===== config.mk =====
export PLATFORM = sky130hd
export DESIGN_NAME = blinking_charlieplex_led_panel_unit
export DESIGN_NICKNAME = d
export VERILOG_FILES = /design/src/hdl/bclp_pkg.sv /design/src/hdl/blinking_charlieplex_led_panel_unit.sv
export SDC_FILE = /design/constraint.sdc
export NUM_CORES = 2
export LEC_CHECK = 0
export BUFFER_PORTS_ARGS = -buffer_cell sky130_fd_sc_hd__buf_4
export CAP_MARGIN = 40
export CORE_AREA = 2 2 299 301
export CTS_BUF_LIST = sky130_fd_sc_hd__clkbuf_2
export CTS_CLUSTER_DIAMETER = 40
export DETAILED_ROUTE_END_ITERATION = 6
export DIE_AREA = 0 0 301 303
export RECOVER_POWER = 50
export REMOVE_ABC_BUFFERS = 1
export SYNTH_ARGS = -nofsm -noshare
export SYNTH_HDL_FRONTEND = slang
export SYNTH_SLANG_ARGS = --single-unit

===== constraint.sdc =====
create_clock -name clk -period 22.3 [get_ports clk]
set_input_delay 1.115 -clock clk [delete_from_list [all_inputs] [get_ports clk]]
set_output_delay 1.115 -clock clk [all_outputs]
set_load 0.05 [all_outputs]

===== src/hdl/bclp_pkg.sv =====
`default_nettype none

package bclp_pkg;

	// panel size
	localparam int NUM_STATUS_LEDS = 4;
	localparam int NUM_BARS        = 2;
	localparam int BAR_STEPS       = 6;

	// field and state widths
	localparam int KIND_W   = 3;
	localparam int TARGET_W = 2;
	localparam int VALUE_W  = 16;
	localparam int SCAN_W   = 8;
	localparam int TIME_W   = 32;
	localparam int PERIOD_W = 16;
	localparam int POS_W    = 3;
	localparam int PIN_W    = 3;
	localparam int LEDS_W   = 4;

	// item kinds
	localparam logic [KIND_W-1:0] KIND_TICK      = 3'd0;
	localparam logic [KIND_W-1:0] KIND_SET_LED   = 3'd1;
	localparam logic [KIND_W-1:0] KIND_LED_BLINK = 3'd2;
	localparam logic [KIND_W-1:0] KIND_BAR_LEVEL = 3'd3;
	localparam logic [KIND_W-1:0] KIND_BAR_BLINK = 3'd4;

	localparam logic [SCAN_W-1:0] SCAN_INTERVAL_RST = 8'd2;

	typedef logic [TIME_W-1:0]   ms_t;
	typedef logic [PERIOD_W-1:0] period_t;
	typedef logic [POS_W-1:0]    pos_t;
	typedef logic [PIN_W-1:0]    pins_t;

	typedef struct packed {
		pins_t drive;
		pins_t level;
	} bar_pins_t;

	localparam bar_pins_t BAR_PINS_RST = '{drive: 3'd7, level: 3'd0};

	// scan position to three-pin charlieplex picture
	function automatic bar_pins_t pos_to_pins(pos_t p);
		bar_pins_t r;
		case (p)
			3'd1:    r = '{drive: 3'd5, level: 3'd4};
			3'd2:    r = '{drive: 3'd5, level: 3'd1};
			3'd3:    r = '{drive: 3'd6, level: 3'd4};
			3'd4:    r = '{drive: 3'd6, level: 3'd2};
			3'd5:    r = '{drive: 3'd3, level: 3'd2};
			3'd6:    r = '{drive: 3'd3, level: 3'd1};
			default: r = '{drive: 3'd7, level: 3'd0};
		endcase
		return r;
	endfunction

endpackage

`default_nettype wire


===== src/hdl/blinking_charlieplex_led_panel_unit.sv =====
// Panel LED driver for four status LEDs and two three-pin charlieplexed bar
// graphs. Each input transfer is a millisecond tick (kind 0) or a write of an
// LED on flag, an LED blink period, a bar level or a bar blink period, and
// each one yields exactly one output transfer carrying the current pin
// picture; scanned is set when that tick ran a scan update. A tick scans
// once more than scan_interval_ms (cfg port, reset 2) milliseconds have
// passed since the last scan; all time checks are wrap-safe 32-bit
// differences. One transfer per clock unless out_ready stalls; an item
// passes the input register, then the state and result registers, which
// one pass of update logic writes together. The output register holds a
// finished result while the next item waits in the input register.
// Configuration writes are always accepted (cfg_ready is tied high) and
// should only be issued while no transfer is in flight.
`default_nettype none

module blinking_charlieplex_led_panel_unit (
	input  wire logic                          clk,
	input  wire logic                          arst_n,
	// configuration write
	input  wire logic                          cfg_valid,
	output logic                               cfg_ready,
	input  wire logic [bclp_pkg::SCAN_W-1:0]   cfg_data,
	// input items
	input  wire logic                          in_valid,
	output logic                               in_ready,
	input  wire logic [bclp_pkg::KIND_W-1:0]   kind,
	input  wire logic [bclp_pkg::TARGET_W-1:0] target,
	input  wire logic [bclp_pkg::VALUE_W-1:0]  value,
	// results
	output logic                               out_valid,
	input  wire logic                          out_ready,
	output logic [bclp_pkg::LEDS_W-1:0]        status_leds,
	output logic [bclp_pkg::PIN_W-1:0]         left_pin_drive,
	output logic [bclp_pkg::PIN_W-1:0]         left_pin_level,
	output logic [bclp_pkg::PIN_W-1:0]         right_pin_drive,
	output logic [bclp_pkg::PIN_W-1:0]         right_pin_level,
	output logic                               scanned
);

	import bclp_pkg::*;

	// input register
	logic                valid_s1;
	logic [KIND_W-1:0]   kind_s1;
	logic [TARGET_W-1:0] target_s1;
	logic [VALUE_W-1:0]  value_s1;

	logic out_valid_q;
	logic advance;

	// state
	logic [SCAN_W-1:0] scan_ivl_q;
	ms_t               ms_now_q, ms_now_d;
	ms_t               ms_next_q, ms_next_d;   // always ms_now_q + 1
	ms_t               last_scan_q, last_scan_d;

	logic    led_on_q     [NUM_STATUS_LEDS];
	logic    led_on_d     [NUM_STATUS_LEDS];
	logic    led_phase_q  [NUM_STATUS_LEDS];
	logic    led_phase_d  [NUM_STATUS_LEDS];
	period_t led_period_q [NUM_STATUS_LEDS];
	period_t led_period_d [NUM_STATUS_LEDS];
	ms_t     led_last_q   [NUM_STATUS_LEDS];
	ms_t     led_last_d   [NUM_STATUS_LEDS];

	pos_t    bar_level_q  [NUM_BARS];
	pos_t    bar_level_d  [NUM_BARS];
	pos_t    bar_pos_q    [NUM_BARS];
	pos_t    bar_pos_d    [NUM_BARS];
	logic    bar_phase_q  [NUM_BARS];
	logic    bar_phase_d  [NUM_BARS];
	period_t bar_period_q [NUM_BARS];
	period_t bar_period_d [NUM_BARS];
	ms_t     bar_last_q   [NUM_BARS];
	ms_t     bar_last_d   [NUM_BARS];

	// held pin picture, which is also the result register
	logic [LEDS_W-1:0] status_q, status_d;
	bar_pins_t         left_q, left_d;
	bar_pins_t         right_q, right_d;
	logic              scanned_q, scanned_d;

	// handshakes: the input register moves on when the result slot is free
	assign advance   = valid_s1 && (!out_valid_q || out_ready);
	assign in_ready  = !valid_s1 || advance;
	assign cfg_ready = 1'b1;

	always_ff @(posedge clk or negedge arst_n) begin
		if (!arst_n) begin
			valid_s1    <= 1'b0;
			out_valid_q <= 1'b0;
		end else begin
			if (in_valid && in_ready) begin
				valid_s1 <= 1'b1;
			end else if (advance) begin
				valid_s1 <= 1'b0;
			end
			if (advance) begin
				out_valid_q <= 1'b1;
			end else if (out_ready) begin
				out_valid_q <= 1'b0;
			end
		end
	end

	always_ff @(posedge clk) begin
		if (in_valid && in_ready) begin
			kind_s1   <= kind;
			target_s1 <= target;
			value_s1  <= value;
		end
	end

	// one update pass per item
	always_comb begin
		logic  scan_due;
		logic  ph;
		pos_t  p;
		pos_t  p_inc;
		pos_t  lv;

		ph          = 1'b0;
		p           = '0;
		p_inc       = '0;
		ms_now_d    = ms_now_q;
		ms_next_d   = ms_next_q;
		last_scan_d = last_scan_q;
		status_d    = status_q;
		left_d      = left_q;
		right_d     = right_q;
		scanned_d   = 1'b0;
		for (int i = 0; i < NUM_STATUS_LEDS; i++) begin
			led_on_d[i]     = led_on_q[i];
			led_phase_d[i]  = led_phase_q[i];
			led_period_d[i] = led_period_q[i];
			led_last_d[i]   = led_last_q[i];
		end
		for (int i = 0; i < NUM_BARS; i++) begin
			bar_level_d[i]  = bar_level_q[i];
			bar_pos_d[i]    = bar_pos_q[i];
			bar_phase_d[i]  = bar_phase_q[i];
			bar_period_d[i] = bar_period_q[i];
			bar_last_d[i]   = bar_last_q[i];
		end

		scan_due = (ms_next_q - last_scan_q) > ms_t'(scan_ivl_q);
		lv = (value_s1 > VALUE_W'(BAR_STEPS)) ? pos_t'(BAR_STEPS) : value_s1[POS_W-1:0];

		unique case (kind_s1)
			KIND_TICK: begin
				ms_now_d  = ms_next_q;
				ms_next_d = ms_next_q + ms_t'(1);
				if (scan_due) begin
					last_scan_d = ms_next_q;
					scanned_d   = 1'b1;
				end
			end
			KIND_SET_LED: begin
				for (int i = 0; i < NUM_STATUS_LEDS; i++) begin
					if (int'(target_s1) == i) begin
						led_last_d[i]   = ms_now_q;
						led_period_d[i] = '0;
						led_on_d[i]     = (value_s1 != '0);
					end
				end
			end
			KIND_LED_BLINK: begin
				for (int i = 0; i < NUM_STATUS_LEDS; i++) begin
					if (int'(target_s1) == i) begin
						led_last_d[i]   = ms_now_q;
						led_period_d[i] = value_s1;
					end
				end
			end
			KIND_BAR_LEVEL: begin
				for (int i = 0; i < NUM_BARS; i++) begin
					if (int'(target_s1) == i && lv != bar_level_q[i]) begin
						bar_level_d[i] = lv;
						bar_pos_d[i]   = pos_t'(1);
					end
				end
			end
			KIND_BAR_BLINK: begin
				for (int i = 0; i < NUM_BARS; i++) begin
					if (int'(target_s1) == i) begin
						bar_last_d[i]   = ms_now_q;
						bar_period_d[i] = value_s1;
					end
				end
			end
			default: begin
			end
		endcase

		// scan: only on a tick, which leaves the channel state untouched above
		if (scanned_d) begin
			status_d = '0;
			for (int i = 0; i < NUM_STATUS_LEDS; i++) begin
				ph = led_phase_q[i];
				if (led_period_q[i] == '0) begin
					ph = 1'b1;
				end else if ((ms_next_q - led_last_q[i]) > ms_t'(led_period_q[i])) begin
					ph            = !ph;
					led_last_d[i] = ms_next_q;
				end
				led_phase_d[i] = ph;
				if (i < LEDS_W) begin
					status_d[i] = ph && led_on_q[i];
				end
			end
			for (int i = 0; i < NUM_BARS; i++) begin
				ph = bar_phase_q[i];
				if (bar_period_q[i] == '0) begin
					ph = 1'b1;
				end else if ((ms_next_q - bar_last_q[i]) > ms_t'(bar_period_q[i])) begin
					ph            = !ph;
					bar_last_d[i] = ms_next_q;
				end
				bar_phase_d[i] = ph;
				// off phase blanks the bar and restarts the sweep
				p = ph ? bar_pos_q[i] : '0;
				if (i == 0) begin
					left_d = pos_to_pins(p);
				end else if (i == 1) begin
					right_d = pos_to_pins(p);
				end
				p_inc = p + pos_t'(1);
				if (p_inc > bar_level_q[i]) begin
					p_inc = (bar_level_q[i] != '0) ? pos_t'(1) : '0;
				end
				bar_pos_d[i] = p_inc;
			end
		end
	end

	always_ff @(posedge clk or negedge arst_n) begin
		if (!arst_n) begin
			scan_ivl_q  <= SCAN_INTERVAL_RST;
			ms_now_q    <= '0;
			ms_next_q   <= ms_t'(1);
			last_scan_q <= '0;
			status_q    <= '0;
			left_q      <= BAR_PINS_RST;
			right_q     <= BAR_PINS_RST;
			scanned_q   <= 1'b0;
			for (int i = 0; i < NUM_STATUS_LEDS; i++) begin
				led_on_q[i]     <= 1'b0;
				led_phase_q[i]  <= 1'b0;
				led_period_q[i] <= '0;
				led_last_q[i]   <= '0;
			end
			for (int i = 0; i < NUM_BARS; i++) begin
				bar_level_q[i]  <= '0;
				bar_pos_q[i]    <= '0;
				bar_phase_q[i]  <= 1'b0;
				bar_period_q[i] <= '0;
				bar_last_q[i]   <= '0;
			end
		end else begin
			if (cfg_valid && cfg_ready) begin
				scan_ivl_q <= cfg_data;
			end
			if (advance) begin
				ms_now_q    <= ms_now_d;
				ms_next_q   <= ms_next_d;
				last_scan_q <= last_scan_d;
				status_q    <= status_d;
				left_q      <= left_d;
				right_q     <= right_d;
				scanned_q   <= scanned_d;
				for (int i = 0; i < NUM_STATUS_LEDS; i++) begin
					led_on_q[i]     <= led_on_d[i];
					led_phase_q[i]  <= led_phase_d[i];
					led_period_q[i] <= led_period_d[i];
					led_last_q[i]   <= led_last_d[i];
				end
				for (int i = 0; i < NUM_BARS; i++) begin
					bar_level_q[i]  <= bar_level_d[i];
					bar_pos_q[i]    <= bar_pos_d[i];
					bar_phase_q[i]  <= bar_phase_d[i];
					bar_period_q[i] <= bar_period_d[i];
					bar_last_q[i]   <= bar_last_d[i];
				end
			end
		end
	end

	assign out_valid       = out_valid_q;
	assign status_leds     = status_q;
	assign left_pin_drive  = left_q.drive;
	assign left_pin_level  = left_q.level;
	assign right_pin_drive = right_q.drive;
	assign right_pin_level = right_q.level;
	assign scanned         = scanned_q;

endmodule

`default_nettype wire


==> results by group <==
Clock tree
  – H-Tree Depth: 4
  – Hold-fix buffers at CTS: 36
  – Post-cts sizing count: 0
  – Clk sinks: between 400 and 500
  – Clk slew on worst S/H paths: 0.09 ns
  – CTS tree: built
  – CTS buffer count: between 100 and 150
  – Number of setup buffers added after CTS: 0
  – Worst-Skew Late Latency: ~1.4 ns
  – Root Driver: clkbuf_2
  – CTS max path bufs: 3

Routing
  – Initial drt markers: roughly 2400
  – DRT Wirelength: 118000 microns
  – DRC: 0
  – Drt wl/cell: 21.7 microns
  – Antenna-violating nets left: 0
  – DR pass1 iterations: 6
  – Vias per cell: ~5.9
  – Detailed-route via count: 32064

Power and ir drop
  – Power per Cell Area: ~120 mW/mm^2
  – Comb pwr share: 0.608
  – Leakage: 17.3 nW
  – Switching Fraction: 0.472
  – Total power: around 4.4 mW
  – Sequential power share: 0.243
  – Internal: 2.33 mW
  – Net Switching: about 2.1 mW
  – Clock power share: 0.149
  – Max rail drop VDD: about 65 uV

Yosys
  – Synth unique cells: 95
  – Mapped Cells: between 4000 and 5000
  – YS warnings: 0
  – Synth top area share: 0.305
  – Synthesized area per cell: around 8.5 sq um
  – Top FF cell, synth: dfrtp_1
  – Synth Cell Area: around 0.035 sq mm
  – Synthesized flop and latch total: 454
  – Most numerous cell in the Yosys netlist: dfrtp_1
  – Top post-synthesis cells by count: 425 x dfrtp_1, 416 x nand2_1, 400 x inv_1
  – Async set-reset flop share out of synthesis: 0.954
  – Cell taking the most area after synthesis: dfrtp_1
  – Number of synthesized flops with an enable pin: 21
  – Seq/Total Area, Yosys: 0.329
  – Synth area leaders: dfrtp_1 30%, ha_1 12%, nand2_1 4.5%

Timing
  – Final-report max-slew violation count: ~540
  – Final Hold Fails: 0
  – Skew final: 0.161 ns
  – Rel. slew slack: -2.96
  – Tcrit/Tclk final: 0.504
  – Final setup viols: 0
  – Setup repair after global routing missed its margin: no
  – FMAX: just under 90 MHz
  – Fin crit period: 11.23 ns
  – Worst slew pin tran: roughly 5.9 ns
  – Setup TNS: 0 ns

Cells and area
  – Layout cells sized above 1: 0.0974
  – Final net count: ~4600
  – Layout fillers: 8980
  – Synthesis-to-layout area growth: 9.27%

Critical path
  – Worst path cell trace: dlygate4sd3_1, clkbuf_1, clkbuf_1, clkbuf_1, clkbuf_1, clkbuf_1
  – Crit path capture type: asynchronous set/reset pin
  – CP required: roughly 23 ns
  – Slowest cell on crit path: clkbuf_1
  – Arr. time, crit path: about 12 ns
  – Worst path most repeated cell: clkbuf_1
  – CP Launch Type: input pin
  – Slowest stage delay, CP: around 4.1 ns
  – Critical path class: in2async
  – Crit-path max FO: just over 100

GRT
  – First-pass GRT wire length: 183000 microns
  – Largest net degree at the start of global routing: ~100
  – Vias in the first global route: around 32000
  – GRT Overall Usage: 0.258
  – Initial antenna violation count: 3
  – Grt ovf: 0

Die
  – Row count: around 110
  – Die Ht: around 300 microns
  – Total Die Area: 0.0912 sq mm
  – Initial Util: 0.397
  – Die Wd: 301 microns
  – Ports: 54
  – Core ar.: about 0.09 sq mm

Status
  – Failing checks: capacitance limit, slew limit
  – Status: finished with violations

Place
  – Detailed Place HPWL: 86100 microns
  – Port bufs: 52
  – GP Congestion: roughly 0.96

Flow run
  – Max Cap Viol: 9

Worst hold path
  – Worst Hold Class: in2reg
worst max-delay path: cells and delay by family:
kind / cells / cell delay [ns]
buffers and inverters: 6 / 10.58
power by group through the flow:
stage | registers (mW) | logic, mW | clock network (mW)
after floorplan | 1.09 | 1.89 | 0
after global placement | 1.08 | 2.62 | 0
after detailed placement | 1.08 | 2.65 | 0
after CTS | 1.07 | 2.67 | 0.676
after global routing | 1.09 | 2.97 | 0.720
final | 1.07 | 2.68 | 0.657
stage by stage:
stage / util / worst slack [ns] / hold WS, ns / cells / area [sq um]
floorplan: - / 14.39 / 0.456 / 3887 / 34000
global placement: 0.415 / 14.51 / 0.457 / 5165 / 36500
detailed placement: 0.418 / 14.53 / 0.473 / 5177 / 36700
CTS: 0.435 / 14.47 / 0.00697 / 5436 / 38300
global route: 0.434 / 9.11 / 0.0545 / 5440 / 38100
finish: 0.434 / 11.07 / 0.119 / 5442 / 38200
state kept, by name, indices dropped and copies added (netlist names):
register,count
right_pin_level,3
led_phase_q,4
bar_last_q,64
bar_level_q,6
status_leds,4
ms_now_q,32
left_pin_drive,3
kind_s1,3
bar_phase_q,2
led_on_q,4
led_last_q,128
last_scan_q,32
scan_ivl_q,8
scanned,1
target_s1,2
value_s1,16
out_valid,1
bar_pos_q,6
left_pin_level,3
ms_next_q,32
right_pin_drive,3
led_period_q,64
bar_period_q,32
valid_s1,1
cell type report:
type / instances / area (sq um) / share of cell area
clock buffers: 183 / 916 / 0.0240
diodes: 6 / 15.0 / 0.000394
repair buffers: 161 / 1330 / 0.0347
inverters: 400 / 1500 / 0.0394
well taps: 1165 / 1460 / 0.0382
flip-flops and latches: 454 / 11500 / 0.301
clock inverters: 40 / 283 / 0.00741
multi-input cells: 3033 / 21200 / 0.555
final timing paths:
path                                    start                 end  slack, ns  cells past startpoint
setup reg to reg                 ms_next_q[0]        bar_pos_q[0]      14.43                     27
min in group asynchronous              arst_n       scan_ivl_q[2]       2.57                      2
hold / removal                    cfg_data[7]       scan_ivl_q[7]       0.12                      3
setup / recovery                       arst_n      bar_last_q[20]      11.07                      6
max in group clk                 ms_next_q[0]        bar_pos_q[0]      14.43                     27
hold reg to reg            right_pin_drive[0]  right_pin_drive[0]       0.48                      2
metal layers:
metal / up-vias / wire (microns) / track usage
li1: 15194 / - / -
met1: 15508 / 51200 / 0.338
met2: 1104 / 54500 / 0.424
met3: 256 / 7180 / 0.0369
met4: 2 / 5080 / 0.118
met5: - / 13 / 0
logic make-up (layout without fill, tap and decap cells):
logic type	Yosys count	count (layout)	share of synthesized area
flip-flops	454	454	0.329
buffers and inverters	618	784	0.0679
AND/OR/NAND/NOR	1079	1079	0.150
multiplexers	55	55	0.0174
adder cells (fa/ha/maj)	337	337	0.122
other	1	7	0.000107
XOR/XNOR	200	200	0.0502
AO/OA/AOI/OAI	1361	1361	0.263
cells in the final DEF, fill, tap and decap left out, drive strengths merged, types with 22 or more instances in the layout:
master,count
and2,22
a31oi,46
a2bb2oi,38
a21o,96
clkinv,26
o22ai,71
inv,405
and3,29
nand4,88
dfrtp,425
buf,84
dlygate4sd3,36
xor2,66
nand2,416
clkbuf,224
o21ai,269
o211ai,30
mux2,42
nor4,50
o2bb2ai,129
nor2,186
o21a,44
a22oi,161
nand3,80
nor3,52
a211oi,22
xnor2,134
ha,330
nor2b,34
a21oi,275
nand2b,39
(Power assumes the default switching activity.)
